--- config.mk ---
export PLATFORM = sky130hd
export DESIGN_NAME = pidsc_integrator
export DESIGN_NICKNAME = d
export VERILOG_FILES = /design/src/rtl/pidsc_pkg.sv /design/src/rtl/pidsc_integrator.sv
export VERILOG_INCLUDE_DIRS = /design/src /design/src/rtl
export SDC_FILE = /design/constraint.sdc
export NUM_CORES = 1
export LEC_CHECK = 0
export BUFFER_PORTS_ARGS = -buffer_cell sky130_fd_sc_hd__buf_2
export CAP_MARGIN = 20
export CORE_ASPECT_RATIO = 1.2
export CORE_MARGIN = 5
export CORE_UTILIZATION = 55
export CTS_BUF_LIST = sky130_fd_sc_hd__clkbuf_4 sky130_fd_sc_hd__clkbuf_8
export CTS_CLUSTER_SIZE = 20
export DETAILED_ROUTE_END_ITERATION = 6
export PLACE_DENSITY = 0.79
export SETUP_SLACK_MARGIN = 0.05
export SYNTH_ARGS = -nofsm -noshare
export SYNTH_HDL_FRONTEND = slang
export SYNTH_SLANG_ARGS = --single-unit
--- constraint.sdc ---
create_clock -name clk -period 3.2 [get_ports clk]
set_input_delay 0.64 -clock clk [delete_from_list [all_inputs] [get_ports clk]]
set_output_delay 0.64 -clock clk [all_outputs]
set_load 0.02 [all_outputs]
--- src/rtl/pid_speed_controller_macros.svh ---
// Assertion macros shared by the PID speed controller modules.
// Depends on nothing; the using module must have clk and arst_n in scope.
`ifndef PID_SPEED_CONTROLLER_MACROS_SVH
`define PID_SPEED_CONTROLLER_MACROS_SVH
`ifndef SYNTH
// Antecedent and consequent in the same cycle.
`define PIDSC_ASSERT_NOW(lbl, ante, cons, msg) \
	lbl: assert property (@(posedge clk) disable iff (!arst_n) (ante) |-> (cons)) \
		else $error(msg);
// Consequent checked in the cycle after the antecedent.
`define PIDSC_ASSERT_NEXT(lbl, ante, cons, msg) \
	lbl: assert property (@(posedge clk) disable iff (!arst_n) (ante) |=> (cons)) \
		else $error(msg);
`else
`define PIDSC_ASSERT_NOW(lbl, ante, cons, msg)
`define PIDSC_ASSERT_NEXT(lbl, ante, cons, msg)
`endif
`endif

--- src/rtl/pidsc_pkg.sv ---
// Shared constants and types of the PID speed controller.
// Used by pidsc_integrator and pid_speed_controller; depends on nothing.
package pidsc_pkg;

	localparam int SUM_WIDTH  = 40;
	localparam int SPEED_W    = 16;
	localparam int GAIN_W     = 24;
	localparam int LIMIT_W    = 16;
	localparam int ERR_W      = 18;
	localparam int DIFF_W     = 19;
	localparam int FRAC_W     = 16;
	localparam int CFG_ADDR_W = 2;
	localparam int CFG_DATA_W = 24;

	// The integral magnitude is multiplied in two halves.
	localparam int HALF_W = (SUM_WIDTH + 1) / 2;
	localparam int HIGH_W = SUM_WIDTH - HALF_W;
	localparam int PROD_W = SUM_WIDTH + GAIN_W;
	localparam int P_W    = ERR_W + GAIN_W;
	localparam int D_W    = DIFF_W + GAIN_W;
	localparam int PD_W   = D_W + 1;
	// A term magnitude is capped at 2^60, which needs 61 bits.
	localparam int CAP_W  = 61;
	localparam int WIDE_W = (PROD_W > CAP_W) ? PROD_W : CAP_W;
	localparam int TOT_W  = 64;

	typedef enum logic [CFG_ADDR_W-1:0] {
		REG_GAIN_P   = 2'd0,
		REG_GAIN_I   = 2'd1,
		REG_GAIN_D   = 2'd2,
		REG_PWM_LIMIT = 2'd3
	} cfg_reg_t;

	// Result of the accumulate stage; all fields are two's complement.
	typedef struct packed {
		logic [ERR_W-1:0]     error;
		logic [DIFF_W-1:0]    diff;
		logic [SUM_WIDTH-1:0] sum;
	} acc_res_t;

endpackage

--- src/rtl/pidsc_integrator.sv ---
// Error, difference and saturating integral stage of the PID speed controller.
// Depends on pidsc_pkg and pid_speed_controller_macros.svh.
`include "pid_speed_controller_macros.svh"

module pidsc_integrator import pidsc_pkg::*; (
	input  logic               clk,
	input  logic               arst_n,
	input  logic               load,
	input  logic [SPEED_W-1:0] speed_set,
	input  logic [SPEED_W-1:0] measured_speed,
	output acc_res_t           res_s1
);

	localparam logic [SUM_WIDTH-1:0] SUM_MAX = {1'b0, {(SUM_WIDTH-1){1'b1}}};
	localparam logic [SUM_WIDTH-1:0] SUM_MIN = {1'b1, {(SUM_WIDTH-1){1'b0}}};

	logic [SUM_WIDTH-1:0] error_sum_q;
	logic [ERR_W-1:0]     last_error_q;
	logic [ERR_W-1:0]     error;
	logic [DIFF_W-1:0]    diff;
	logic [SUM_WIDTH:0]   sum_ext;
	logic [SUM_WIDTH-1:0] sum_next;

	assign error = {{(ERR_W-SPEED_W){speed_set[SPEED_W-1]}}, speed_set}
		- {{(ERR_W-SPEED_W){1'b0}}, measured_speed};
	assign diff = {error[ERR_W-1], error} - {last_error_q[ERR_W-1], last_error_q};

	// One guard bit shows an overflow, which then pins the sum to a bound.
	assign sum_ext = {error_sum_q[SUM_WIDTH-1], error_sum_q}
		+ {{(SUM_WIDTH+1-ERR_W){error[ERR_W-1]}}, error};

	always_comb begin
		if (sum_ext[SUM_WIDTH] != sum_ext[SUM_WIDTH-1]) begin
			sum_next = sum_ext[SUM_WIDTH] ? SUM_MIN : SUM_MAX;
		end else begin
			sum_next = sum_ext[SUM_WIDTH-1:0];
		end
	end

	always_ff @(posedge clk or negedge arst_n) begin
		if (!arst_n) begin
			error_sum_q  <= '0;
			last_error_q <= '0;
		end else if (load) begin
			error_sum_q  <= sum_next;
			last_error_q <= error;
		end
	end

	always_ff @(posedge clk) begin
		if (load) begin
			res_s1.error <= error;
			res_s1.diff  <= diff;
			res_s1.sum   <= sum_next;
		end
	end

	`PIDSC_ASSERT_NEXT(a_hold_state, !load, $stable(error_sum_q) && $stable(last_error_q), "integrator state changed without a transaction")
	`PIDSC_ASSERT_NEXT(a_last_error, load, last_error_q == $past(error), "previous error not stored")
	`PIDSC_ASSERT_NEXT(a_sat_high, load && error_sum_q == SUM_MAX && !error[ERR_W-1], error_sum_q == SUM_MAX, "integral left its upper bound on a non-negative error")
	`PIDSC_ASSERT_NEXT(a_sat_low, load && error_sum_q == SUM_MIN && (error[ERR_W-1] || error == '0), error_sum_q == SUM_MIN, "integral left its lower bound on a non-positive error")

endmodule

Word-level counts from Yosys, hierarchy flattened
Cells that the tools add are included.
- flip-flop bits (word level): 135
- latch bits: 0
- RAM bits: 0
- bits in read-only memories: 0
- output and inout port bits: 77
- word-level logic and storage cells: 11
- memories: 0
- $add $sub $neg: 3
- $mul: 0
- divide/modulo/power cells: 0
- order comparisons: 0
- equality and inequality tests: 1
- shift operators: 0
- muxes and demuxes: 2
- bitwise logic cells: 0
- reduce and logical (&&, ||, !) cells: 0
- operators with widths (operator ; count):
    2-to-1 mux 40 bit ; 2
    adder 40 x 18 -> 41 bit ; 1
    subtractor 18 x 18 -> 19 bit ; 1
    subtractor 16 x 17 -> 18 bit ; 1
    != test 1 bit ; 1

Longest topological paths before layout
Gate-level depths: netlist (run 1).
- depth after elaboration: 4
- mapped depth: 25
- depth with buffers taken out: 23

Worst setup path before layout (run 1)
Ideal clock, no wire load.
- path kind: input to register
- start point: in measured_speed[4]
- end point: reg res_s1[31] (netlist name), data pin
- library setup time: 0.257 ns
- arrival: 6.374 ns
- required time: 2.943 ns
- slack: -3.431 ns
- stages on the path: 23
- buffers on the path: 3
- cells stage by stage: inv_1 > ha_1 > a21o_1 > a21oi_1 > nor3b_1 > a211o_1 > a31oi_1 > a31oi_1 > nor2b_1 > o21ai_0 > ha_1 > clkbuf_1 > a21o_1 > a21o_1 > a21oi_1 > o21ai_0 > a21oi_1 > o41ai_2 > o31a_1 > buf_2 > nor2_1 > buf_2 > nor2_1
- cells in the longest elaborated chain, start to end: 4
- ends and longest elaborated chain (item ; RTL line ; RTL):
    from (decl) ; pidsc_integrator.sv:10 ; input logic [SPEED_W-1:0] measured_speed,
    subtractor 16 x 17 -> 18 bit * ; pidsc_integrator.sv:25 ; - {{(ERR_W-SPEED_W){1'b0}}, measured_speed};
    via error[17] ; pidsc_integrator.sv:19 ; logic [ERR_W-1:0] error;
    adder 40 x 18 -> 41 bit * ; pidsc_integrator.sv:30 ; + {{(SUM_WIDTH+1-ERR_W){error[ERR_W-1]}}, error};
    2-to-1 mux 40 bit or != test 1 bit (tied branches) ; pidsc_integrator.sv:34, pidsc_integrator.sv:33 ;
    2-to-1 mux 40 bit * ; pidsc_integrator.sv:33 ; if (sum_ext[SUM_WIDTH] != sum_ext[SUM_WIDTH-1]) begin
    via sum_next[31] ; pidsc_integrator.sv:22 ; logic [SUM_WIDTH-1:0] sum_next;
    to (decl) ; pidsc_integrator.sv:11 ; output acc_res_t res_s1
Mark *: on every way through the listed nets, which the timed path passes. The rest lies on a longest branch.
A chain may end at the register's enable or synchronous reset.

Worst setup path in the final report (run 1)
- start point: in speed_set[0]
- end point: reg res_s1[0] (netlist name), data pin
- cells in the longest elaborated chain, start to end: 4
- ends and longest elaborated chain (item ; RTL line ; RTL):
    from (decl) ; pidsc_integrator.sv:9 ; input logic [SPEED_W-1:0] speed_set,
    subtractor 16 x 17 -> 18 bit * ; pidsc_integrator.sv:25 ;
    via error[10] ; pidsc_integrator.sv:19 ;
    adder 40 x 18 -> 41 bit * ; pidsc_integrator.sv:30 ;
    2-to-1 mux 40 bit or != test 1 bit (tied branches) ; pidsc_integrator.sv:34, pidsc_integrator.sv:33 ;
    2-to-1 mux 40 bit * ; pidsc_integrator.sv:33 ;
    via sum_next[0] ; pidsc_integrator.sv:22 ;
Marked as above.

==> results.cfg, run 1 <==
[critical_path]
critPathArrivalTime_ns = 5.59
required_ns = 3.49
crit_start = speed_set[0]
crit_type = input pin to flip-flop
reg2reg_slack_ns = -0.77
crit_fanout = 11
regToRegEndpoint = res_s1[8]
timing.rr.start = error_sum_q[0]
start_kind = input pin
worstSetupEndpoint = res_s1[0]
end_kind = flip-flop
reg2regPathDepth = 14

[synthesis]
netlist_area_um2 = 8650
yosysMostFrequentCell = a21oi_1
synth_top_area_share_pct = 26.7
synthFlopType = edfxtp_1
synthDistinctLibCells = 64
async_flop_share_pct = 43.0
yosysTopAreaCell = edfxtp_1
synthTopCellsByCount = a21oi_1, edfxtp_1, ha_1
ys_warn_count = 0
postSynthAreaPerCell_um2 = 10.0
syn-num-nets = 980
ys_seq_area_share_pct = 43.5
synth_area_leaders = edfxtp_1, dfrtp_1, ha_1, a21oi_1, xnor2_1
synth-seq-cells = 135
syn_inst = 865
synth_edf_count = 77

[clocking]
insertion_delay_ns = 0.50
clkSlewWorstSetupHoldPaths_ns = 0.10
cts.path.max_buffers = 2
ctsRootBufferMaster = clkbuf_8
tritoncts.num_buffers = 17
clock_sinks = 135
htreeDepth = 4
cts-hold-fix-buffers = 0
cts_tree = yes

[sta]
finalCritPeriodShare_pct = 165
rsz0062_at_grt = yes
setup_viol = 93
min_period_ns = 5.30
fmax_ghz = 0.189
slew_violations = 0
hold_viol_final = 0
clock_skew_ns = 0.0276
tightest_slew_ns = 1.05
slew_headroom_pct = 29.2
fin_ws_ns = -2.10

[grt]
grt_pass1_vias = 10598
grt_pass1_wl_um = 57300
grt_max_degree = 123
grtUsageTotal_pct = 39.6
grt_overflow_total = 0
antenna_found_initial = 1

[finish]
layoutNonFillerInstCount = 1522
nNetsFinal = 1415
fillerInstances = 412
multiInputGateArea_um2 = 6290
seqCellArea_um2 = 3760
area_growth_pct = 67.5
drive_above_1_share_pct = 56.6

[floorplanning]
die_w_um = 124
die_h_um = 147
start_util_pct = 55.8
die_area_um2 = 18300
fp.coreArea_um2 = 15500
ios = 112
rows = 50

[detailed_routing]
routed_via_density = 7.40
drt_iter0_markers = 2153
firstDrtPassIters = 7
detail-route-antenna-nets = 0
post_drt_wl_per_cell_um = 32.9
drcViolationCount = 24
routed_wl_um = 50100
vias = 11263

[outcome]
status = finished, violations left
violations = DRC, setup timing

[placement]
dp_cells = 1403
detailed_place_hpwl_um = 17500
port_buffers = 111
gp_congestion = 0.961

[worst_hold_path]
hold_class = input pin to asynchronous set/reset pin

[run]
cap_violations = 0
==> cells by family (layout without fill, tap and decap cells) <==
logic type,Yosys count,in the layout,synth area share (%)
AO/OA/AOI/OAI,277,280,21.0
XOR/XNOR,59,59,5.97
adder cells (fa/ha/maj),87,87,12.7
buffers and inverters,92,537,4.22
flip-flops,135,135,43.5
multiplexers,13,13,1.68
other,0,1,0
AND/OR/NAND/NOR,202,202,10.9
==> state kept, by name, summed over array words and instances, names as in the netlist <==
| signal | flops |
|---|---|
| last_error_q | 18 |
| error_sum_q | 40 |
| res_s1 | 77 |
==> critical path: stages <==
cell	delay [ns]
buf_12	0.11
inv_12	0.04
ha_4	0.13
inv_2	0.04
fa_2	0.35
a21o_1	0.21
nand4_1	0.14
nand2_2	0.11
nand4_1	0.12
buf_4	0.15
nand3_4	0.09
o21ai_2	0.17
nor2b_4	0.30
xnor2_4	0.15
ha_4	0.32
and3_4	0.18
buf_4	0.13
o21a_1	0.21
a21oi_2	0.08
nor2_2	0.33
a21oi_2	0.16
o41ai_4	0.29
o31a_1	0.28
buf_12	0.16
buf_4	0.15
nand2_2	0.08
buf_12	0.16
a21oi_1	0.28
==> cell type report <==
type	instances	share of cell area [%]
antenna	1	0.0173
clock buffer	18	1.67
clock inverter	14	1.20
inverter	62	1.83
multi-input combinational	641	43.4
sequential	135	26.0
tap	208	1.80
timing repair buffer	443	24.1
==> through the flow <==
step / util, % / hold WS, ns / setup TNS (ns) / area (um^2) / setup slack (ns)
finish: 93.4 / 0.326 / -164.80 / 14500 / -2.10
CTS: 87.4 / 0.354 / -110.13 / 13600 / -1.43
global route: 93.4 / 0.375 / -167.27 / 14500 / -2.19
detailed placement: 74.3 / 0.483 / -181.91 / 11500 / -2.24
floorplan: - / 0.344 / -131.35 / 9000 / -1.74
global placement: 74.3 / 0.476 / -172.79 / 11500 / -2.15
==> routing by layer <==
layer	wire, um	track usage (%)	vias to the layer above
met2	21100	67.1	1422
li1	-	-	4063
met5	51	0	-
met4	7160	30.6	2
met1	14800	41.9	5122
met3	6960	10.4	654
==> worst min-delay path by stage <==
stage | end | slack, ns | depth (start not counted)
2_1_floorplan | error_sum_q[0] | 0.34 | 0
3_3_place_gp | error_sum_q[28] | 0.48 | 1
3_5_place_dp | error_sum_q[30] | 0.48 | 1
4_1_cts | error_sum_q[31] | 0.35 | 2
5_1_grt | error_sum_q[16] | 0.38 | 2
6_report | error_sum_q[16] | 0.33 | 2
==> cells in the final DEF, fill, tap and decap left out, types with 8 or more instances in the layout <==
master and n:
a21oi_1 29, ha_4 28, o21a_1 10, xor2_1 24, ha_1 45, nor2_4 8
xnor2_1 25, nand2_1 49, a21oi_2 35, nor2_1 40, edfxtp_1 77, clkbuf_8 17
a21oi_4 25, a21o_1 21, nor2_2 15, buf_12 13, o21ai_0 26, inv_1 55
buf_8 8, buf_2 104, o21ai_2 15, buf_6 44, o21ai_1 10, nand4_1 11
o2bb2ai_2 20, dfrtp_1 58, nor3_1 11, buf_4 272, nand3_1 8
==> repair_timing <==
action	4_1_cts	5_1_grt
pin swaps	96	89
setup endpoints to repair	91	93
resized for setup	220	146
setup buffers	52	29
gates cloned	8	0
hold endpoints to repair	0	0
Power of run 1 is not shown: default switching activity piles up to over one toggle a cycle in this logic, so the estimate is an artifact.
==> inputs of run 2 (changes only) <==
--- a/config.mk
+++ b/config.mk
@@ -15,6 +15,7 @@
 export CTS_CLUSTER_SIZE = 20
 export DETAILED_ROUTE_END_ITERATION = 6
 export PLACE_DENSITY = 0.79
+export REMOVE_ABC_BUFFERS = 1
 export SETUP_SLACK_MARGIN = 0.05
 export SYNTH_ARGS = -nofsm -noshare
 export SYNTH_HDL_FRONTEND = slang
==> run 2 against run 1 <==
The run still ends with DRC, setup timing left. Die area unchanged. First-iteration DRC count down 34%. Sequential cell count unchanged. Worst setup slack worse by 0.052 ns. Register-to-register slack worse by 0.61 ns. Cell area down 3.2%.
==> results.cfg, run 2 (synthesis gave the netlist of run 1 again) <==
[outcome]
status = finished, violations left
violations = DRC, setup timing

[clocking]
htreeDepth = 4
cts.path.max_buffers = 2
clkSlewWorstSetupHoldPaths_ns = 0.11
ctsRootBufferMaster = clkbuf_8
cts_tree = yes
tritoncts.num_buffers = 17
clock_sinks = 135
insertion_delay_ns = 0.51

[detailed_routing]
routed_via_density = 6.98
drcViolationCount = 1
post_drt_wl_per_cell_um = 28.1
vias = 10544
routed_wl_um = 42400
drt_iter0_markers = 1431
detail-route-antenna-nets = 0
firstDrtPassIters = 7

[sta]
fmax_ghz = 0.187
finalCritPeriodShare_pct = 167
clock_skew_ns = 0.0259
rsz0062_at_grt = yes
tns_ns = -164.32
fin_ws_ns = -2.15
setup_viol = 93
hold_viol_final = 0
slew_violations = 0
min_period_ns = 5.35
slew_headroom_pct = 23.5
tightest_slew_ns = 1.14

[critical_path]
start_kind = input pin
timing.rr.start = error_sum_q[0]
crit_fanout = 8
reg2regPathDepth = 15
reg2reg_slack_ns = -1.38
regToRegEndpoint = res_s1[33]
critPathArrivalTime_ns = 5.59
required_ns = 3.44
end_kind = flip-flop
crit_type = input pin to flip-flop

[grt]
grt_overflow_total = 0
grt_max_degree = 123
grt_pass1_vias = 9729
grtUsageTotal_pct = 34.1
grt_pass1_wl_um = 50100
antenna_found_initial = 1

[finish]
area_growth_pct = 62.1
fillerInstances = 553
drive_above_1_share_pct = 53.9
reg_top3 = res_s1: 77 flops, error_sum_q: 40 flops, last_error_q: 18 flops
diodes = 0
regMostFlops = res_s1
final_common_cell = buf_4
largest_register_ff_count = 77
nNetsFinal = 1405
layout_common_cells = buf_4, buf_2, edfxtp_1

[floorplanning]
start_util_pct = 55.8
fp.coreArea_um2 = 15500
die_w_um = 124
die_h_um = 147
die_area_um2 = 18300
rows = 50
ios = 112

[placement]
dp_worst_setup_slack_ns = -2.28
detailed_place_hpwl_um = 17900
port_buffers = 111
gp_congestion = 0.958

[run]
cap_violations = 0

[worst_hold_path]
hold_class = input pin to asynchronous set/reset pin
==> run 2: changes by cell type in the layout (fill, tap and decap cells not counted), moves of 8 or more <==
cell / before / now
ha_4: 28 / 20
a21oi_4: 25 / 16
ha_1: 45 / 53
o2bb2ai_4: 1 / 9
buf_6: 44 / 26
buf_4: 272 / 281
o2bb2ai_2: 20 / 11
==> run 2: repair_timing <==
action                                  in CTS  in global routing
setup buffers                               56                 27
endpoints found under the setup margin      92                 94
hold buffers                                 0                  0
pin swaps                                   73                 84
resized for setup                          208                146
gates cloned                                 7                  3
==> run 2: per-stage QoR <==
| step | instances | util, % | cell area (um^2) | hold slack (ns) |
|---|---|---|---|---|
| after floorplan | 835 | - | 8520 | 0.344 |
| after global placement | 1398 | 72.3 | 11200 | 0.477 |
| after detailed placement | 1398 | 72.3 | 11200 | 0.480 |
| after CTS | 1483 | 83.7 | 13000 | 0.384 |
| after global routing | 1511 | 90.4 | 14000 | 0.199 |
| final | 1511 | 90.4 | 14000 | 0.178 |
==> run 2: layout make-up <==
type / count / area [um^2] / area share [%]
Inverter: 62 / 245 / 1.75
Sequential cell: 135 / 3760 / 26.8
Clock inverter: 14 / 139 / 0.990
Tap cell: 208 / 260 / 1.86
Clock buffer: 18 / 248 / 1.77
Multi-Input combinational cell: 641 / 6040 / 43.1
Timing Repair Buffer: 433 / 3330 / 23.7
==> run 2: worst max-delay path, stage by stage <==
cell and delay [ns]:
buf_8 0.10, inv_4 0.05, ha_4 0.19, nor2b_4 0.11, o21a_1 0.23, or2_2 0.31
buf_4 0.16, xor2_2 0.17, ha_1 0.30, a211oi_1 0.96, o211ai_1 0.35, a21oi_1 0.27
nor2_1 0.11, a21oi_2 0.24, o41ai_4 0.13, o31a_1 0.34, buf_6 0.16, buf_12 0.14
nor2_4 0.21, buf_12 0.18, buf_6 0.18, a21oi_1 0.06
==> run 2: routing by layer <==
metal	part of all wire, %	wire length (um)	vias to the layer above	track usage, %
met5	0.080	34	-	0
met4	11	4860	4	22.0
met3	12	4960	493	6.87
met2	45	19000	1162	61.0
met1	32	13500	4849	36.7
li1	-	-	4036	-
==> run 2: worst max-delay path by stage <==
stage                      start              end  slack, ns  cells past startpoint
6_report       measured_speed[1]       res_s1[33]      -2.15                     22
5_1_grt        measured_speed[4]       res_s1[24]      -2.14                     28
4_1_cts             speed_set[0]  error_sum_q[37]      -1.46                     27
3_5_place_dp        speed_set[4]  error_sum_q[34]      -2.28                     23
3_3_place_gp        speed_set[0]  error_sum_q[18]      -2.15                     23
2_1_floorplan  measured_speed[4]        res_s1[8]      -4.29                     20
Power of run 2 is left out for the same reason.
